File: src/rtl/shp_pkg.sv
// ----------------------------------------------------------------------------
// SOME/IP header parser package
// Shared header record, status codes, message type codes and frame limits.
// ----------------------------------------------------------------------------
package shp_pkg;

  // Frame byte limit; the byte counter saturates here
  localparam logic [15:0] MAX_FRAME_BYTES = 16'hFFFF;
  // Fixed SOME/IP header size in bytes
  localparam logic [15:0] HDR_BYTES       = 16'd16;
  // Smallest legal length field (request id plus version and type words)
  localparam logic [31:0] LEN_BASE        = 32'd8;
  // Only supported protocol version
  localparam logic [7:0]  PROTO_VER_OK    = 8'h01;

  // Known message types
  localparam logic [7:0]  MT_REQUEST      = 8'h00;
  localparam logic [7:0]  MT_REQ_NO_RET   = 8'h01;
  localparam logic [7:0]  MT_NOTIFICATION = 8'h02;
  localparam logic [7:0]  MT_RESPONSE     = 8'h80;
  localparam logic [7:0]  MT_ERROR        = 8'h81;

  typedef enum logic [2:0] {
    ST_OK        = 3'd0,
    ST_TRUNCATED = 3'd1,
    ST_BAD_LEN   = 3'd2,
    ST_BAD_VER   = 3'd3,
    ST_BAD_TYPE  = 3'd4
  } status_e;

  // Header fields as collected, plus the frame byte count
  typedef struct packed {
    logic [15:0] service;
    logic [15:0] method;
    logic [31:0] length;
    logic [15:0] client;
    logic [15:0] session;
    logic [7:0]  proto;
    logic [7:0]  iface;
    logic [7:0]  mtype;
    logic [7:0]  retc;
    logic [15:0] count;
  } hdr_t;

  function automatic logic type_known(input logic [7:0] t);
    return (t == MT_REQUEST) || (t == MT_REQ_NO_RET) || (t == MT_NOTIFICATION) ||
           (t == MT_RESPONSE) || (t == MT_ERROR);
  endfunction

endpackage

File: src/rtl/shp_in_stage.sv
// ----------------------------------------------------------------------------
// SOME/IP header parser input stage
// Registers one incoming byte request; a final byte waits for a free result slot.
// ----------------------------------------------------------------------------
module shp_in_stage (
  input  logic       clk_i,
  input  logic       rst_ni,
  input  logic       in_valid_i,
  output logic       in_ready_o,
  input  logic [7:0] data_byte_i,
  input  logic       last_byte_i,
  input  logic       res_free_i,
  output logic       step_o,
  output logic [7:0] byte_o,
  output logic       last_o
);
  import shp_pkg::*;

  logic       valid_q;
  logic       valid_d;
  logic [7:0] byte_q;
  logic       last_q;
  logic       take;

  // Advance a held byte; a final byte needs the result register free
  assign take       = valid_q && (!last_q || res_free_i);
  assign in_ready_o = !valid_q || take;

  always_comb begin
    valid_d = valid_q;
    if (in_valid_i && in_ready_o) begin
      valid_d = 1'b1;
    end else if (take) begin
      valid_d = 1'b0;
    end
  end

  always_ff @(posedge clk_i or negedge rst_ni) begin
    if (!rst_ni) begin
      valid_q <= 1'b0;
    end else begin
      valid_q <= valid_d;
    end
  end

  // Hold payload until the next accepted request
  always_ff @(posedge clk_i) begin
    if (in_valid_i && in_ready_o) begin
      byte_q <= data_byte_i;
      last_q <= last_byte_i;
    end
  end

  assign step_o = take;
  assign byte_o = byte_q;
  assign last_o = last_q;

  // A held byte that is not final never blocks the input
  a_nonlast_flows: assert property (@(posedge clk_i) disable iff (!rst_ni)
    valid_q && !last_q |-> in_ready_o)
    else $error("input stalled behind a non-final byte");

endmodule

File: src/rtl/shp_collect.sv
// ----------------------------------------------------------------------------
// SOME/IP header parser field collector
// Counts frame bytes and shifts header bytes into their fields.
// ----------------------------------------------------------------------------
module shp_collect (
  input  logic          clk_i,
  input  logic          rst_ni,
  input  logic          step_i,
  input  logic [7:0]    byte_i,
  input  logic          last_i,
  output shp_pkg::hdr_t upd_o,
  output logic          done_o
);
  import shp_pkg::*;

  hdr_t hdr_q;
  hdr_t hdr_d;
  hdr_t upd;

  // Apply the incoming byte to the header record
  always_comb begin
    upd = hdr_q;
    if (hdr_q.count < MAX_FRAME_BYTES) begin
      upd.count = hdr_q.count + 16'd1;
      if (hdr_q.count < HDR_BYTES) begin
        case (hdr_q.count[3:0])
          4'd0, 4'd1:             upd.service = {hdr_q.service[7:0], byte_i};
          4'd2, 4'd3:             upd.method  = {hdr_q.method[7:0], byte_i};
          4'd4, 4'd5, 4'd6, 4'd7: upd.length  = {hdr_q.length[23:0], byte_i};
          4'd8, 4'd9:             upd.client  = {hdr_q.client[7:0], byte_i};
          4'd10, 4'd11:           upd.session = {hdr_q.session[7:0], byte_i};
          4'd12:                  upd.proto   = byte_i;
          4'd13:                  upd.iface   = byte_i;
          4'd14:                  upd.mtype   = byte_i;
          4'd15:                  upd.retc    = byte_i;
          default:                upd = hdr_q;
        endcase
      end
    end
  end

  // Clear everything once the frame ends
  always_comb begin
    hdr_d = hdr_q;
    if (step_i) begin
      hdr_d = last_i ? '0 : upd;
    end
  end

  always_ff @(posedge clk_i or negedge rst_ni) begin
    if (!rst_ni) begin
      hdr_q <= '0;
    end else begin
      hdr_q <= hdr_d;
    end
  end

  assign upd_o  = upd;
  assign done_o = step_i && last_i;

  // Frame end leaves a clean record
  a_clear_on_end: assert property (@(posedge clk_i) disable iff (!rst_ni)
    step_i && last_i |=> hdr_q == '0)
    else $error("header record not cleared at frame end");

  // The counter moves by one at most and never wraps
  a_count_step: assert property (@(posedge clk_i) disable iff (!rst_ni)
    step_i && !last_i |=> hdr_q.count != 16'd0)
    else $error("byte counter wrapped");

endmodule

File: src/rtl/shp_result.sv
// ----------------------------------------------------------------------------
// SOME/IP header parser result stage
// Checks the finished header and holds one result request for the consumer.
// ----------------------------------------------------------------------------
module shp_result (
  input  logic          clk_i,
  input  logic          rst_ni,
  input  logic          done_i,
  input  shp_pkg::hdr_t hdr_i,
  output logic          res_free_o,
  output logic          out_valid_o,
  input  logic          out_ready_i,
  output logic [2:0]    status_o,
  output logic [15:0]   service_code_o,
  output logic [15:0]   method_code_o,
  output logic [31:0]   declared_length_o,
  output logic [15:0]   client_code_o,
  output logic [15:0]   session_code_o,
  output logic [7:0]    interface_version_o,
  output logic [7:0]    message_type_o,
  output logic [7:0]    ret_code_o,
  output logic [15:0]   payload_available_o
);
  import shp_pkg::*;

  logic        valid_q;
  logic        valid_d;
  status_e     status_q;
  status_e     status_d;
  hdr_t        fields_q;
  hdr_t        fields_d;
  logic [15:0] avail;
  logic [32:0] len_limit;
  logic        trunc;
  logic        bad_len;

  assign res_free_o = !valid_q || out_ready_i;

  // Classify the frame; first failing check wins
  always_comb begin
    trunc     = hdr_i.count < HDR_BYTES;
    avail     = hdr_i.count - HDR_BYTES;
    len_limit = {17'd0, avail} + {1'b0, LEN_BASE};
    bad_len   = (hdr_i.length < LEN_BASE) || ({1'b0, hdr_i.length} > len_limit);
    fields_d  = hdr_i;
    fields_d.count = avail;
    if (trunc) begin
      status_d = ST_TRUNCATED;
      fields_d = '0;
    end else if (bad_len) begin
      status_d = ST_BAD_LEN;
    end else if (hdr_i.proto != PROTO_VER_OK) begin
      status_d = ST_BAD_VER;
    end else if (!type_known(hdr_i.mtype)) begin
      status_d = ST_BAD_TYPE;
    end else begin
      status_d = ST_OK;
    end
  end

  always_comb begin
    valid_d = valid_q;
    if (done_i) begin
      valid_d = 1'b1;
    end else if (out_ready_i) begin
      valid_d = 1'b0;
    end
  end

  always_ff @(posedge clk_i or negedge rst_ni) begin
    if (!rst_ni) begin
      valid_q <= 1'b0;
    end else begin
      valid_q <= valid_d;
    end
  end

  // Load a new result only when the frame ends
  always_ff @(posedge clk_i) begin
    if (done_i) begin
      status_q <= status_d;
      fields_q <= fields_d;
    end
  end

  assign out_valid_o         = valid_q;
  assign status_o            = status_q;
  assign service_code_o      = fields_q.service;
  assign method_code_o       = fields_q.method;
  assign declared_length_o   = fields_q.length;
  assign client_code_o       = fields_q.client;
  assign session_code_o      = fields_q.session;
  assign interface_version_o = fields_q.iface;
  assign message_type_o      = fields_q.mtype;
  assign ret_code_o          = fields_q.retc;
  assign payload_available_o = fields_q.count;

  // A frame end never overwrites a result still waiting
  a_no_overwrite: assert property (@(posedge clk_i) disable iff (!rst_ni)
    done_i |-> res_free_o)
    else $error("result overwritten before it was taken");

  // Truncated frames report no header fields
  a_trunc_zero: assert property (@(posedge clk_i) disable iff (!rst_ni)
    valid_q && status_q == ST_TRUNCATED |-> fields_q == '0)
    else $error("truncated result carries header data");

  // A good frame declares a length that the payload covers
  a_ok_len: assert property (@(posedge clk_i) disable iff (!rst_ni)
    valid_q && status_q == ST_OK |->
      {1'b0, fields_q.length} <= {17'd0, fields_q.count} + {1'b0, LEN_BASE})
    else $error("ok result with inconsistent length");

endmodule

File: src/rtl/someip_header_parser_top.sv
// out_valid_o rises when the result register loads a frame's final byte from the
//   input register; an unread result keeps that byte waiting there.
// Throughput: one byte per cycle; only a final byte waits, and only while the
//   previous result sits unread in the result register.
// Reset clears the byte counter, the header record and both valid flags.
// ----------------------------------------------------------------------------
// SOME/IP header parser top level
// Collects the 16-byte header of each frame and reports fields and status.
// ----------------------------------------------------------------------------
module someip_header_parser_top (
  input  logic        clk_i,
  input  logic        rst_ni,
  input  logic        in_valid_i,
  output logic        in_ready_o,
  input  logic [7:0]  data_byte_i,
  input  logic        last_byte_i,
  output logic        out_valid_o,
  input  logic        out_ready_i,
  output logic [2:0]  status_o,
  output logic [15:0] service_code_o,
  output logic [15:0] method_code_o,
  output logic [31:0] declared_length_o,
  output logic [15:0] client_code_o,
  output logic [15:0] session_code_o,
  output logic [7:0]  interface_version_o,
  output logic [7:0]  message_type_o,
  output logic [7:0]  ret_code_o,
  output logic [15:0] payload_available_o
);
  import shp_pkg::*;

  logic       res_free;
  logic       step;
  logic [7:0] byte_s;
  logic       last_s;
  hdr_t       upd;
  logic       done;

  // Register incoming byte requests
  shp_in_stage u_in (
    .clk_i       (clk_i),
    .rst_ni      (rst_ni),
    .in_valid_i  (in_valid_i),
    .in_ready_o  (in_ready_o),
    .data_byte_i (data_byte_i),
    .last_byte_i (last_byte_i),
    .res_free_i  (res_free),
    .step_o      (step),
    .byte_o      (byte_s),
    .last_o      (last_s)
  );

  // Collect header fields and count bytes
  shp_collect u_collect (
    .clk_i  (clk_i),
    .rst_ni (rst_ni),
    .step_i (step),
    .byte_i (byte_s),
    .last_i (last_s),
    .upd_o  (upd),
    .done_o (done)
  );

  // Check the header and hold the result
  shp_result u_result (
    .clk_i               (clk_i),
    .rst_ni              (rst_ni),
    .done_i              (done),
    .hdr_i               (upd),
    .res_free_o          (res_free),
    .out_valid_o         (out_valid_o),
    .out_ready_i         (out_ready_i),
    .status_o            (status_o),
    .service_code_o      (service_code_o),
    .method_code_o       (method_code_o),
    .declared_length_o   (declared_length_o),
    .client_code_o       (client_code_o),
    .session_code_o      (session_code_o),
    .interface_version_o (interface_version_o),
    .message_type_o      (message_type_o),
    .ret_code_o          (ret_code_o),
    .payload_available_o (payload_available_o)
  );

endmodule
File: config.mk
export PLATFORM = sky130hd
export DESIGN_NAME = someip_header_parser_top
export DESIGN_NICKNAME = d
export VERILOG_FILES = /design/src/rtl/shp_pkg.sv /design/src/rtl/shp_in_stage.sv /design/src/rtl/shp_collect.sv /design/src/rtl/shp_result.sv /design/src/rtl/someip_header_parser_top.sv
export SDC_FILE = /design/constraint.sdc
export NUM_CORES = 1
export LEC_CHECK = 0
export BUFFER_PORTS_ARGS = -buffer_cell sky130_fd_sc_hd__buf_2
export CORE_MARGIN = 3
export CORE_UTILIZATION = 53
export DETAILED_ROUTE_END_ITERATION = 8
export PLACE_DENSITY_LB_ADDON = 0.12
export SLEW_MARGIN = 25
export SYNTH_ARGS = -nofsm -noshare
export SYNTH_HDL_FRONTEND = slang
export SYNTH_SLANG_ARGS = --single-unit
File: constraint.sdc
create_clock -name clk_i -period 10.2 [get_ports clk_i]
set_input_delay 1.53 -clock clk_i [delete_from_list [all_inputs] [get_ports clk_i]]
set_output_delay 1.53 -clock clk_i [all_outputs]
set_load 0.05 [all_outputs]
# --- Word-level counts from Yosys, hierarchy flattened ---
# Cells that the tools add are included.
# W data, S select, Z words.
op_classes:
  n_addsub: 3
  magnitude_cmp: 5
  reduce_logical: 24
  muxes: 19
  eq_ne: 20
ops:
  columns: ["cell", "count"]
  rows:
  - ["$mux W144", 3]
  - ["$mux W16", 4]
  - ["$gt A32 B33 Y1", 1]
  - ["$eq A4 B4 Y1 const B", 8]
  - ["$lt A16 B5 Y1 const B", 2]
  - ["$lt A32 B4 Y1 const B", 1]
  - ["$mux W32", 1]
  - ["$mux W8", 4]
  - ["$add A16 B4 Y17 const B", 1]
  - ["$add A16 B1 Y16 const B", 1]
  - ["$eq A4 B3 Y1 const B", 4]
  - ["$eq A8 B8 Y1 const B", 2]
  - ["$lt A16 B16 Y1 const B", 1]
  - ["$sub A16 B5 Y16 const B", 1]
  - ["$eq A4 B2 Y1 const B", 2]
  - ["$eq A8 B1 Y1 const B", 1]
  - ["$eq A8 B2 Y1 const B", 1]
  - ["$logic_not A8 Y1", 1]
  - ["$logic_or A1 B1 Y1", 8]
  - ["$ne A8 B1 Y1 const B", 1]
  - ["$reduce_or A2 Y1", 4]
  - ["$eq A4 B1 Y1 const B", 1]
  - ["$logic_not A4 Y1", 1]
  - ["$mux W1", 4]
  - ["other kinds (7)", 13]
totals:
  word_cells: 96
  register_bits: 294

# --- Longest topological paths before layout ---
# Gate-level depths: netlist of the first run.
depth:
  depth_word: 13
  depth_mapped: 21
  depth_no_buf: 20

# --- Cells and area by module ---
# From an unflattened synthesis of the first run, not the netlist that was laid out.
unflattened:
  hier_cells: 1230
  area_unflattened_um2: 14069.7
by_module_without_submodules:
  columns: ["mod", "instances", "seq_area_each_um2", "cells_per_inst", "area_each_um2"]
  rows:
  - ["shp_collect", 1, 3603.5, 774, 7538.5]
  - ["shp_result", 1, 4199.0, 441, 6189.7]
  - ["shp_in_stage", 1, 295.3, 15, 341.6]

# --- Least setup slack after synthesis of the first run ---
# No wires, ideal clock.
synth_timing:
  path_type: "in2reg"
  start: "input out_ready_i"
  end: "register u_result.fields_q, in the netlist u_result.client_code_o[0] (enable)"
  setup_ps: 516
  arrival_ps: 4914
  path_stages: 3
  path_slack_ps: 4770
  n_path_buf: 0
  required_ps: 9684
  path_cell_list: "nor2b_1 nand2_1 and3_1"
synth_between:
  elab_chain_cells: 4
synth_lines:
  columns: ["element", "line_no", "text"]
  rows:
  - ["from (decl)", "someip_header_parser_top.sv:18", "input logic out_ready_i,"]
  - ["$logic_or A1 B1 Y1", "shp_result.sv:37", "assign res_free_o = !valid_q || out_ready_i;"]
  - ["$logic_or A1 B1 Y1", "shp_in_stage.sv:26", "assign take = valid_q && (!last_q || res_free_i);"]
  - ["$logic_and A1 B1 Y1", "shp_in_stage.sv:26", null]
  - ["$logic_and A1 B1 Y1", "shp_collect.sv:59", "assign done_o = step_i && last_i;"]
  - ["via done", "someip_header_parser_top.sv:37", "logic done;"]
  - ["to (signal assigned)", "shp_result.sv:82", "fields_q <= fields_d;"]
  - ["to (decl)", "shp_result.sv:30", "hdr_t fields_q;"]
# The timed path passes the listed nets, and every way through them passes these cells.
# A chain may end at the register's enable or synchronous reset.

# --- Worst setup path after layout of the first run ---
layout_timing:
  start: "register u_collect.hdr_q[0] (netlist name)"
  end: "register u_result.status_q[1] (netlist: u_result.status_o[1]), data pin"
layout_between:
  elab_chain_cells: 8
  word_cells_on_any_way: 22
  cone_classes: "3 x add/sub; 5 x order compare; 6 x eq/ne; 6 x mux; 2 x reduce/logical"
layout_lines:
  columns: ["element", "line_no", "text"]
  rows:
  - ["from (decl)", "shp_collect.sv:16", "hdr_t hdr_q;"]
  - ["from (signal assigned)", "shp_collect.sv:54", "hdr_q <= hdr_d;"]
  - ["$add A16 B1 Y16 / $eq A4 B3 Y1 (equally long branches)", "shp_collect.sv:24, shp_collect.sv:26", null]
  - ["$mux W144 / $reduce_or A4 Y1 (equally long branches)", "shp_collect.sv:25, shp_collect.sv:26", null]
  - ["$mux W144 *", "shp_collect.sv:23", "if (hdr_q.count < MAX_FRAME_BYTES) begin"]
  - ["$sub A16 B5 Y16 / $mux W144 (equally long branches)", "shp_result.sv:42, shp_collect.sv:25", null]
  - ["$add A16 B4 Y17 / $mux W144 (equally long branches)", "shp_result.sv:43, shp_collect.sv:23", null]
  - ["$gt A32 B33 Y1 / $lt A32 B4 Y1 (equally long branches)", "shp_result.sv:44", "bad_len = (hdr_i.length < LEN_BASE) || ({1'b0, hdr_i.length} > len_limit);"]
  - ["$logic_or A1 B1 Y1", "shp_result.sv:44", null]
  - ["$mux W2", "shp_result.sv:50", "end else if (bad_len) begin"]
  - ["to (signal assigned)", "shp_result.sv:81", "status_q <= status_d;"]
  - ["to (decl)", "shp_result.sv:28", "status_e status_q;"]
# Every way passes the cells marked *; elsewhere a longest branch is shown, timed or not.

==> results of run 1 <==
-- path summary, 6_finish.rpt --
| kind | endpoint | from | slack, ns |
|---|---|---|---|
| min in group asynchronous | u_collect.hdr_q[109] | rst_ni | 1.01 |
| max in group asynchronous | u_collect.hdr_q[18] | rst_ni | 8.04 |
| setup reg to reg | u_result.status_o[1] | u_collect.hdr_q[0] | 4.25 |
| hold / removal | u_collect.hdr_q[77] | u_collect.hdr_q[77] | 0.48 |
| hold reg to reg | u_collect.hdr_q[77] | u_collect.hdr_q[77] | 0.48 |
| setup / recovery | u_result.status_o[1] | u_collect.hdr_q[0] | 4.25 |
-- cells by family (layout without fill, tap and decap cells) --
logic type      after synthesis  after routing
mux                          21             21
simple gates                461            461
flops                       294            294
compound gates              378            378
xor+xnor                     23             23
buf+inv                     118            254
fa+ha+maj                    23             23
-- final cells by class --
cell class,count,area share (%)
timing repair buffer,173,5.89
sequential,294,51.5
clock inverter,21,1.39
tap,330,2.63
inverter,25,0.597
clock buffer,35,5.03
multi-input combinational,906,32.9
-- state kept, by name, indices dropped and copies added (netlist names), 3 cells and up --
signal                        cells
u_result.session_code_o          16
u_result.payload_available_o     16
u_in.byte_o                       8
u_collect.hdr_q                 144
u_result.declared_length_o       32
u_result.message_type_o           8
u_result.ret_code_o               8
u_result.service_code_o          16
u_result.client_code_o           16
u_result.interface_version_o      8
u_result.status_o                 3
u_result.method_code_o           16
-- worst min-delay path: cells and delay by family, from the launching register on --
family	cells	cell delay, ns
AOI/OAI and AO/OA	1	0.06
DFF	1	0.34
and+or+nand+nor	1	0.04
-- layer usage --
layer,wire length (µm),GRT usage (%),vias up
met2,15800,37.4,365
met4,924,7.29,0
met5,0,0,-
met3,1970,3.02,62
met1,15500,35.9,5115
li1,-,-,4936
-- synth_stat cells (10+ instances only) --
master	count	area (µm²)
o21ai_1	10	50.1
ha_1	23	288
edfxtp_1	148	4440
buf_6	11	124
a22o_1	67	587
nand2_1	299	1120
nand3_1	30	150
a22oi_1	12	90.1
dfrtp_1	146	3650
nor2_1	52	195
a21boi_0	37	278
clkbuf_1	69	259
nor3_1	10	50.1
mux2i_1	19	190
o21ai_0	89	445
xnor2_1	17	149
a21oi_1	122	611
buf_2	10	50.1
inv_1	24	90.1
nor4_1	16	100
-- stage by stage --
step / power, µW / area (µm²)
3_3_place_gp: 1880 / 14700
3_5_place_dp: 1890 / 14700
5_1_grt: 3110 / 15700
2_1_floorplan: 1760 / 13800
4_1_cts: 3000 / 15700
6_report: 2990 / 15700
-- power breakdown --
part | switching [µW] | leakage [µW] | internal [µW]
Clock | 461 | 0.000501 | 655
Combinational | 315 | 0.00259 | 129
Sequential | 75.2 | 0.00342 | 1350
==> run metrics, run 1 <==
Syn Inst Count=1318; die area=28000 µm²; post-synthesis simple-gate area fraction=14.7%; critical path depth=20; Vias=10500; root buffer cell=clkbuf_16; H-tree levels=1; TritonCTS Sinks=294; number of global-route vias before repair=10000; worst path cell trace=ha_1, nand2_1, nor3_1, nand2_1, and3_1, xnor2_1, ha_1, inv_1, a211oi_1, and2_0, o22ai_1, xnor2_1, ha_1, a21o_1, a21o_1, a21oi_1, nand2_1, o31ai_1, nand3_1, nor2b_1; Relative slew margins=34.4%; crit end category=flop; multi-input gate area in the final layout=5170 µm²; Period minus WS final=5.95 ns; final hold vios=0; Final HPWL DP=21300 µm; async set-reset flop share out of synthesis=49.7%; CTS Buf Count=30; mux cell area share after synthesis=1.64%; Bufs and invs on worst path=1; post-synthesis register bit count=294; hold slack=0.482 ns; DRC violations left=0; Setup Skew=0.0166 ns; hold depth=2; Avg WL per Cell=19.1 µm; CTS tree=built; Setup violations, final=0; sequential cell area fraction in the yosys report=58.7%; Max Freq=168 MHz; final net count=1466; pre-CTS WS=4.35 ns; max-cap violation count=0; cell family with most CP delay=simple AND/OR/NAND/NOR gates; Clock Path Buffers=3; total gr overflow=0; Final TNS setup=0 ns; Netlist cell types=61; Mapped Avg Cell Area=10.5 µm²; Mapped Area=13800 µm²; Final Non-Filler Cells=1784; hold crit path type=reg2reg; Post-CTS Setup Inserts=0; gr usage total=24.1%; yosys warns=0; Crit Path Max Fanout=23; die height=167 µm; VDD IR max=0.136 mV; P per Cell Area=190 nW/µm²; period utilization=58.3%; CP startpoint kind=flop; Initial Util=54.3%; Slew Viols, Final=0; Worst Path Required=10.47 ns; drt total wl=34200 µm; layout cells sized above 1=17.1%; Slowest-stage cell, CP=ha_1; first-pass GRT wire length=55300 µm; RSZ-0062 raised after global routing=false; Die W=167 µm; compound-gate portion of the synthesized area=17.4%; leakage=0.00651 µW; final core occ=61.9%; most frequent cells in the layout=nand2_1, buf_2, edfxtp_1; largest family of logic cells by synthesized area=compound AO/OA/AOI/OAI gates; # IOs=154; Primary FF master, synth=edfxtp_1; most common cell after layout, fill and taps aside=nand2_1; largest net degree at the start of global routing=78; Rows=58; syn_nets=1354; slew at the pin with the worst max-slew slack=0.981 ns; core footprint=25400 µm²; DR vias/cell=5.87; outcome=complete, no violations; antenna-violating nets left=0; Layout area overhead=13.9%; Reg area=8100 µm²; Post-synth EDFFs=148; placed cells=1728; adder-cell area share of the yosys netlist=2.09%; WP data arrival=6.21 ns; CTS Hold Bufs=0; worst skew pair latency=0.56 ns; IO Port Bufs=153; number of iterations in the first detailed-routing pass=5; fill count=2113; critical path type=reg2reg; initial antenna violation count=0; post-synthesis xor/xnor area fraction=1.46%; Placer Congestion=0.897; r2r worst-path depth=20; Worst path max stage delay=0.78 ns; Clock Pin Slew Worst Setup and Hold Paths=0.06 ns; Antenna Cells=0; 1st-iter DRT viols=1101; post-CTS sizing=0; setup ws final=4.25 ns
No activity file was read; power rests on OpenSTA's default activity.
==> run 2, diff against run 1 <==
clock period = 6 ns   (was 10.2 ns; I/O delays follow)
==> run 2 against run 1 <==
Via count rose by 1.0%; cell count rose by 0.39%; global-route usage rose by 0.82 points; combinational power rose by 73%; power rose by 76%; clock-buffer cell count rose by 3; sequential cell count did not move; worst setup slack got worse by 3.4 ns.
==> run metrics, run 2 (synthesis results as in run 1) <==
outcome=complete, no violations; hold crit path type=in2async; Sw Pwr=1480 µW; Period minus WS final=5.18 ns; CP startpoint kind=flop; most frequent cells in the layout=nand2_1, buf_2, edfxtp_1; setup ws final=0.823 ns; number of global-route vias before repair=10200; Slew Viols, Final=0; slew at the pin with the worst max-slew slack=0.923 ns; Worst R2R End=u_result.status_o[1]; WP data arrival=5.45 ns; Final HPWL DP=22100 µm; Clock power frac=39.3%; R2R Setup Slk=0.82 ns; Layout area overhead=15.0%; critical path type=reg2reg; # IOs=154; Worst Path Required=6.28 ns; crit end category=flop; IO Port Bufs=153; RSZ-0062 raised after global routing=false; Post-CTS Setup Inserts=0; final hold vios=0; Relative slew margins=38.2%; initial antenna violation count=0; Setup violations, final=0; CTS Buf Count=31; total gr overflow=0; number of iterations in the first detailed-routing pass=5; Switching Share=28.1%; max-cap violation count=0; antenna-violating nets left=0; Combinational Power Share=14.6%; Die W=167 µm; r2r worst-path depth=18; Antenna Cells=0; gr usage total=24.9%; Setup Skew=0.0225 ns; root buffer cell=clkbuf_16; pre-CTS WS=0.897 ns; 1st-iter DRT viols=1164; CTS tree=built; worst setup path end=u_result.status_o[1]; core footprint=25400 µm²; P per Cell Area=332 nW/µm²; drt total wl=35400 µm; first-pass GRT wire length=56800 µm; sequential share of power=46.0%; most common cell after layout, fill and taps aside=nand2_1; final net count=1472; die area=28000 µm²; Avg WL per Cell=19.8 µm; max FFs per register=144; VDD IR max=0.214 mV; Clock Pin Slew Worst Setup and Hold Paths=0.06 ns; H-tree levels=1; RR Startpoint=u_collect.hdr_q[5]; Pint=3780 µW; Vias=10600; worst skew pair latency=0.57 ns; Rows=58; Initial Util=54.3%; Crit Path Max Fanout=11; Largest Register=u_collect.hdr_q; largest net degree at the start of global routing=107; Clock Path Buffers=3; Max Freq=193 MHz; layout cells sized above 1=17.1%; Final TNS setup=0 ns; die height=167 µm; CTS Hold Bufs=0; Critical Path Source=u_collect.hdr_q[5]; period utilization=86.3%; DRC violations left=0; DR vias/cell=5.91; TritonCTS Sinks=294; post-CTS sizing=0; Placer Congestion=0.932; leakage=0.00657 µW
==> run 2: cell types whose count changed in the layout (fill, tap and decap cells not counted), sizes merged <==
cell      previous run  this run
clkinvlp             2         1
clkinv              16        12
clkbuf              35        39
buf                173       177
inv                 24        25
bufinv               4         7
==> run 2: through the flow <==
stage                     total power [µW]  cells  hold WS [ns]  utilization, %  area (µm²)
after global placement                3200   1732         0.461            57.9       14700
after detailed placement              3220   1732         0.471            57.9       14700
after CTS                             5290   1790         0.484            62.3       15800
final                                 5260   1791         0.427            62.5       15900
after floorplan                       2990   1318         0.450               -       13800
after global routing                  5480   1791         0.487            62.5       15900
==> run 2: layout make-up <==
type	instances	area, µm²
clock buffer	38	812
clock inverter	20	289
fill	2116	9540
inverter	25	93.8
multi-input combinational	906	5170
sequential	294	8100
tap	330	413
timing repair buffer	178	982
==> run 2: worst max-delay path: stages, from the launching register on <==
cell	delay (ns)
dfrtp_1	0.60
nand4_4	0.22
or4_4	0.63
and2_1	0.21
xnor2_1	0.26
ha_1	0.21
inv_1	0.04
a211oi_1	0.41
and2_0	0.35
o22ai_1	0.14
xnor2_1	0.15
ha_1	0.30
a21o_1	0.18
a21o_1	0.17
a21oi_1	0.19
nand2_1	0.07
o31ai_1	0.44
nand3_1	0.15
nor2b_1	0.16
==> run 2: worst min-delay path by stage <==
stage                                 endpoint  cells after the start
after floorplan            u_collect.hdr_q[32]                      2
after global placement     u_collect.hdr_q[75]                      2
after detailed placement   u_collect.hdr_q[63]                      2
after CTS                  u_collect.hdr_q[63]                      2
after global routing      u_collect.hdr_q[110]                      1
final                     u_collect.hdr_q[110]                      1
==> run 2: power by group through the flow <==
stage	Clock [µW]	Combinational, µW	Sequential [µW]
floorplan	0	422	2570
global placement	0	747	2450
detailed placement	0	764	2460
CTS	2100	767	2420
global route	2180	850	2450
finish	2070	770	2420
==> run 2: per-layer routing <==
metal	part of all wire (%)	GRT usage [%]	routed length [µm]
met2	47	40.0	16700
met5	0	0	0
met4	1.9	5.80	681
met3	5.6	2.71	1970
met1	45	37.0	16100
==> run 3, diff against run 2 <==
GPL_ROUTABILITY_DRIVEN = 0   (was unset)
PLACE_DENSITY = 0.75   (was unset)
PLACE_DENSITY_LB_ADDON = unset   (was 0.12)
RECOVER_POWER = 25   (was unset)
==> run 3 against run 2 <==
The run now ends with max-capacitance violations, max-slew violations left; die area stayed put; clock skew is 0.0085 ns lower; worst setup slack worse by 0.052 ns; clock-buffer cell count is 2 higher; critical path depth stayed put; core utilization is 0.78 points lower; cell area is 1.3% lower; global-route usage is 1.1 points lower; sequential power hardly changed; first-iteration DRC count is 1.1% lower.
==> run metrics, run 3 (synthesis results as in run 1) <==
outcome=complete, but fails checks; failing checks=max-capacitance violations, max-slew violations; Period minus WS final=5.23 ns; max FFs per register=144; Crit Path Max Fanout=11; Slew Viols, Final=167; root buffer cell=clkbuf_16; Vias=10500; hold crit path type=reg2reg; die height=167 µm; Clock power frac=36.7%; most common cell after layout, fill and taps aside=nand2_1; IO Port Bufs=153; first-pass GRT wire length=54900 µm; Pint=3580 µW; WP data arrival=5.50 ns; fin area=15700 µm²; DR vias/cell=5.90; Final Non-Filler Cells=1785; Worst path max stage delay=0.62 ns; largest net degree at the start of global routing=103; total gr overflow=0; max-cap violation count=2; H-tree levels=1; Initial Util=54.3%; gr usage total=23.8%; layout cells sized above 1=15.8%; Sw Pwr=1440 µW; CTS tree=built; Combinational Power Share=15.0%; Antenna Cells=0; Setup violations, final=0; initial antenna violation count=0; placed cells=1729; Final HPWL DP=21200 µm; P per Cell Area=321 nW/µm²; crit end category=flop; Rows=58; number of iterations in the first detailed-routing pass=6; 1st-iter DRT viols=1151; RSZ-0062 raised after global routing=false; Slowest-stage cell, CP=or4_4; placed inst area=14700 µm²; Clock Path Buffers=3; most frequent cells in the layout=nand2_1, edfxtp_1, dfrtp_1; Clock Pin Slew Worst Setup and Hold Paths=0.07 ns; Die W=167 µm; final net count=1467; worst path cell trace=nand4_4, or4_4, and2_1, xnor2_1, ha_1, inv_1, a211oi_1, and2_0, o22ai_1, xnor2_1, ha_1, a21o_1, a21o_1, a21oi_1, nand2_1, o31ai_1, nand3_1, nor2b_1; final hold vios=0; Avg WL per Cell=18.9 µm; Final TNS setup=0 ns; leakage=0.00645 µW; TritonCTS Sinks=294; Max Freq=191 MHz; CTS Buf Count=30; Layout area overhead=13.6%; antenna-violating nets left=0; Setup Skew=0.0140 ns; Worst Path Required=6.27 ns; VDD IR max=0.218 mV; worst skew pair latency=0.55 ns; sequential share of power=48.3%; drt total wl=33700 µm; number of global-route vias before repair=10100; die area=28000 µm²; total power=5020 µW; Post-CTS Setup Inserts=0; DRC violations left=0; core footprint=25400 µm²; Largest Register=u_collect.hdr_q; CP startpoint kind=flop; slew at the pin with the worst max-slew slack=4.66 ns; Switching Share=28.6%; # IOs=154; CTS Hold Bufs=0; Relative slew margins=-211%; critical path type=reg2reg; period utilization=87.1%; post-CTS sizing=0
run 3: power by group through the flow:
stage	combinational [µW]	clock [µW]	sequential, µW
after floorplan	422	0	2570
after global placement	724	0	2450
after global routing	831	1960	2450
after detailed placement	747	0	2460
final	751	1850	2430
after CTS	750	1880	2420
run 3: final cells by class:
type | count | area (µm²)
sequential | 294 | 8100
inverter | 25 | 93.8
tap | 330 | 413
multi-input combinational | 906 | 5170
clock inverter | 16 | 140
timing repair buffer | 174 | 907
clock buffer | 40 | 840
fill | 2094 | 9740
run 3: final timing paths:
kind,from,end,slack (ns),depth (start not counted)
setup / recovery,u_collect.hdr_q[5],u_result.status_o[1],0.77,18
hold / removal,u_collect.hdr_q[74],u_collect.hdr_q[74],0.48,2
setup reg to reg,u_collect.hdr_q[5],u_result.status_o[1],0.77,18
hold reg to reg,u_collect.hdr_q[74],u_collect.hdr_q[74],0.48,2
max in group asynchronous,rst_ni,u_collect.hdr_q[129],1.20,1
min in group asynchronous,rst_ni,u_collect.hdr_q[102],2.14,1
run 3: stage by stage:
step / util, % / setup slack (ns) / hold WS [ns]
2_1_floorplan: - / 1.20 / 0.450
3_3_place_gp: 57.8 / 1.10 / 0.461
3_5_place_dp: 57.8 / 0.902 / 0.470
4_1_cts: 61.7 / 0.808 / 0.484
5_1_grt: 61.7 / 0.329 / 0.500
6_report: 61.7 / 0.771 / 0.483
run 3: worst max-delay path: cells and delay by family (launching register included):
kind                     cells  cell delay, ns
flip-flops                   1            0.60
buffers and inverters        1            0.04
XOR/XNOR                     2            0.44
adder cells (fa/ha/maj)      2            0.48
AND/OR/NAND/NOR              7            1.82
AO/OA/AOI/OAI                6            1.58
run 3: layer usage:
layer / part of all wire, % / up-vias / track usage (%)
met2: 47 / 453 / 37.4
met3: 7.3 / 43 / 4.23
met4: 1.7 / 0 / 5.48
li1: - / 4944 / -
met5: 0 / - / 0
met1: 44 / 5097 / 35.0
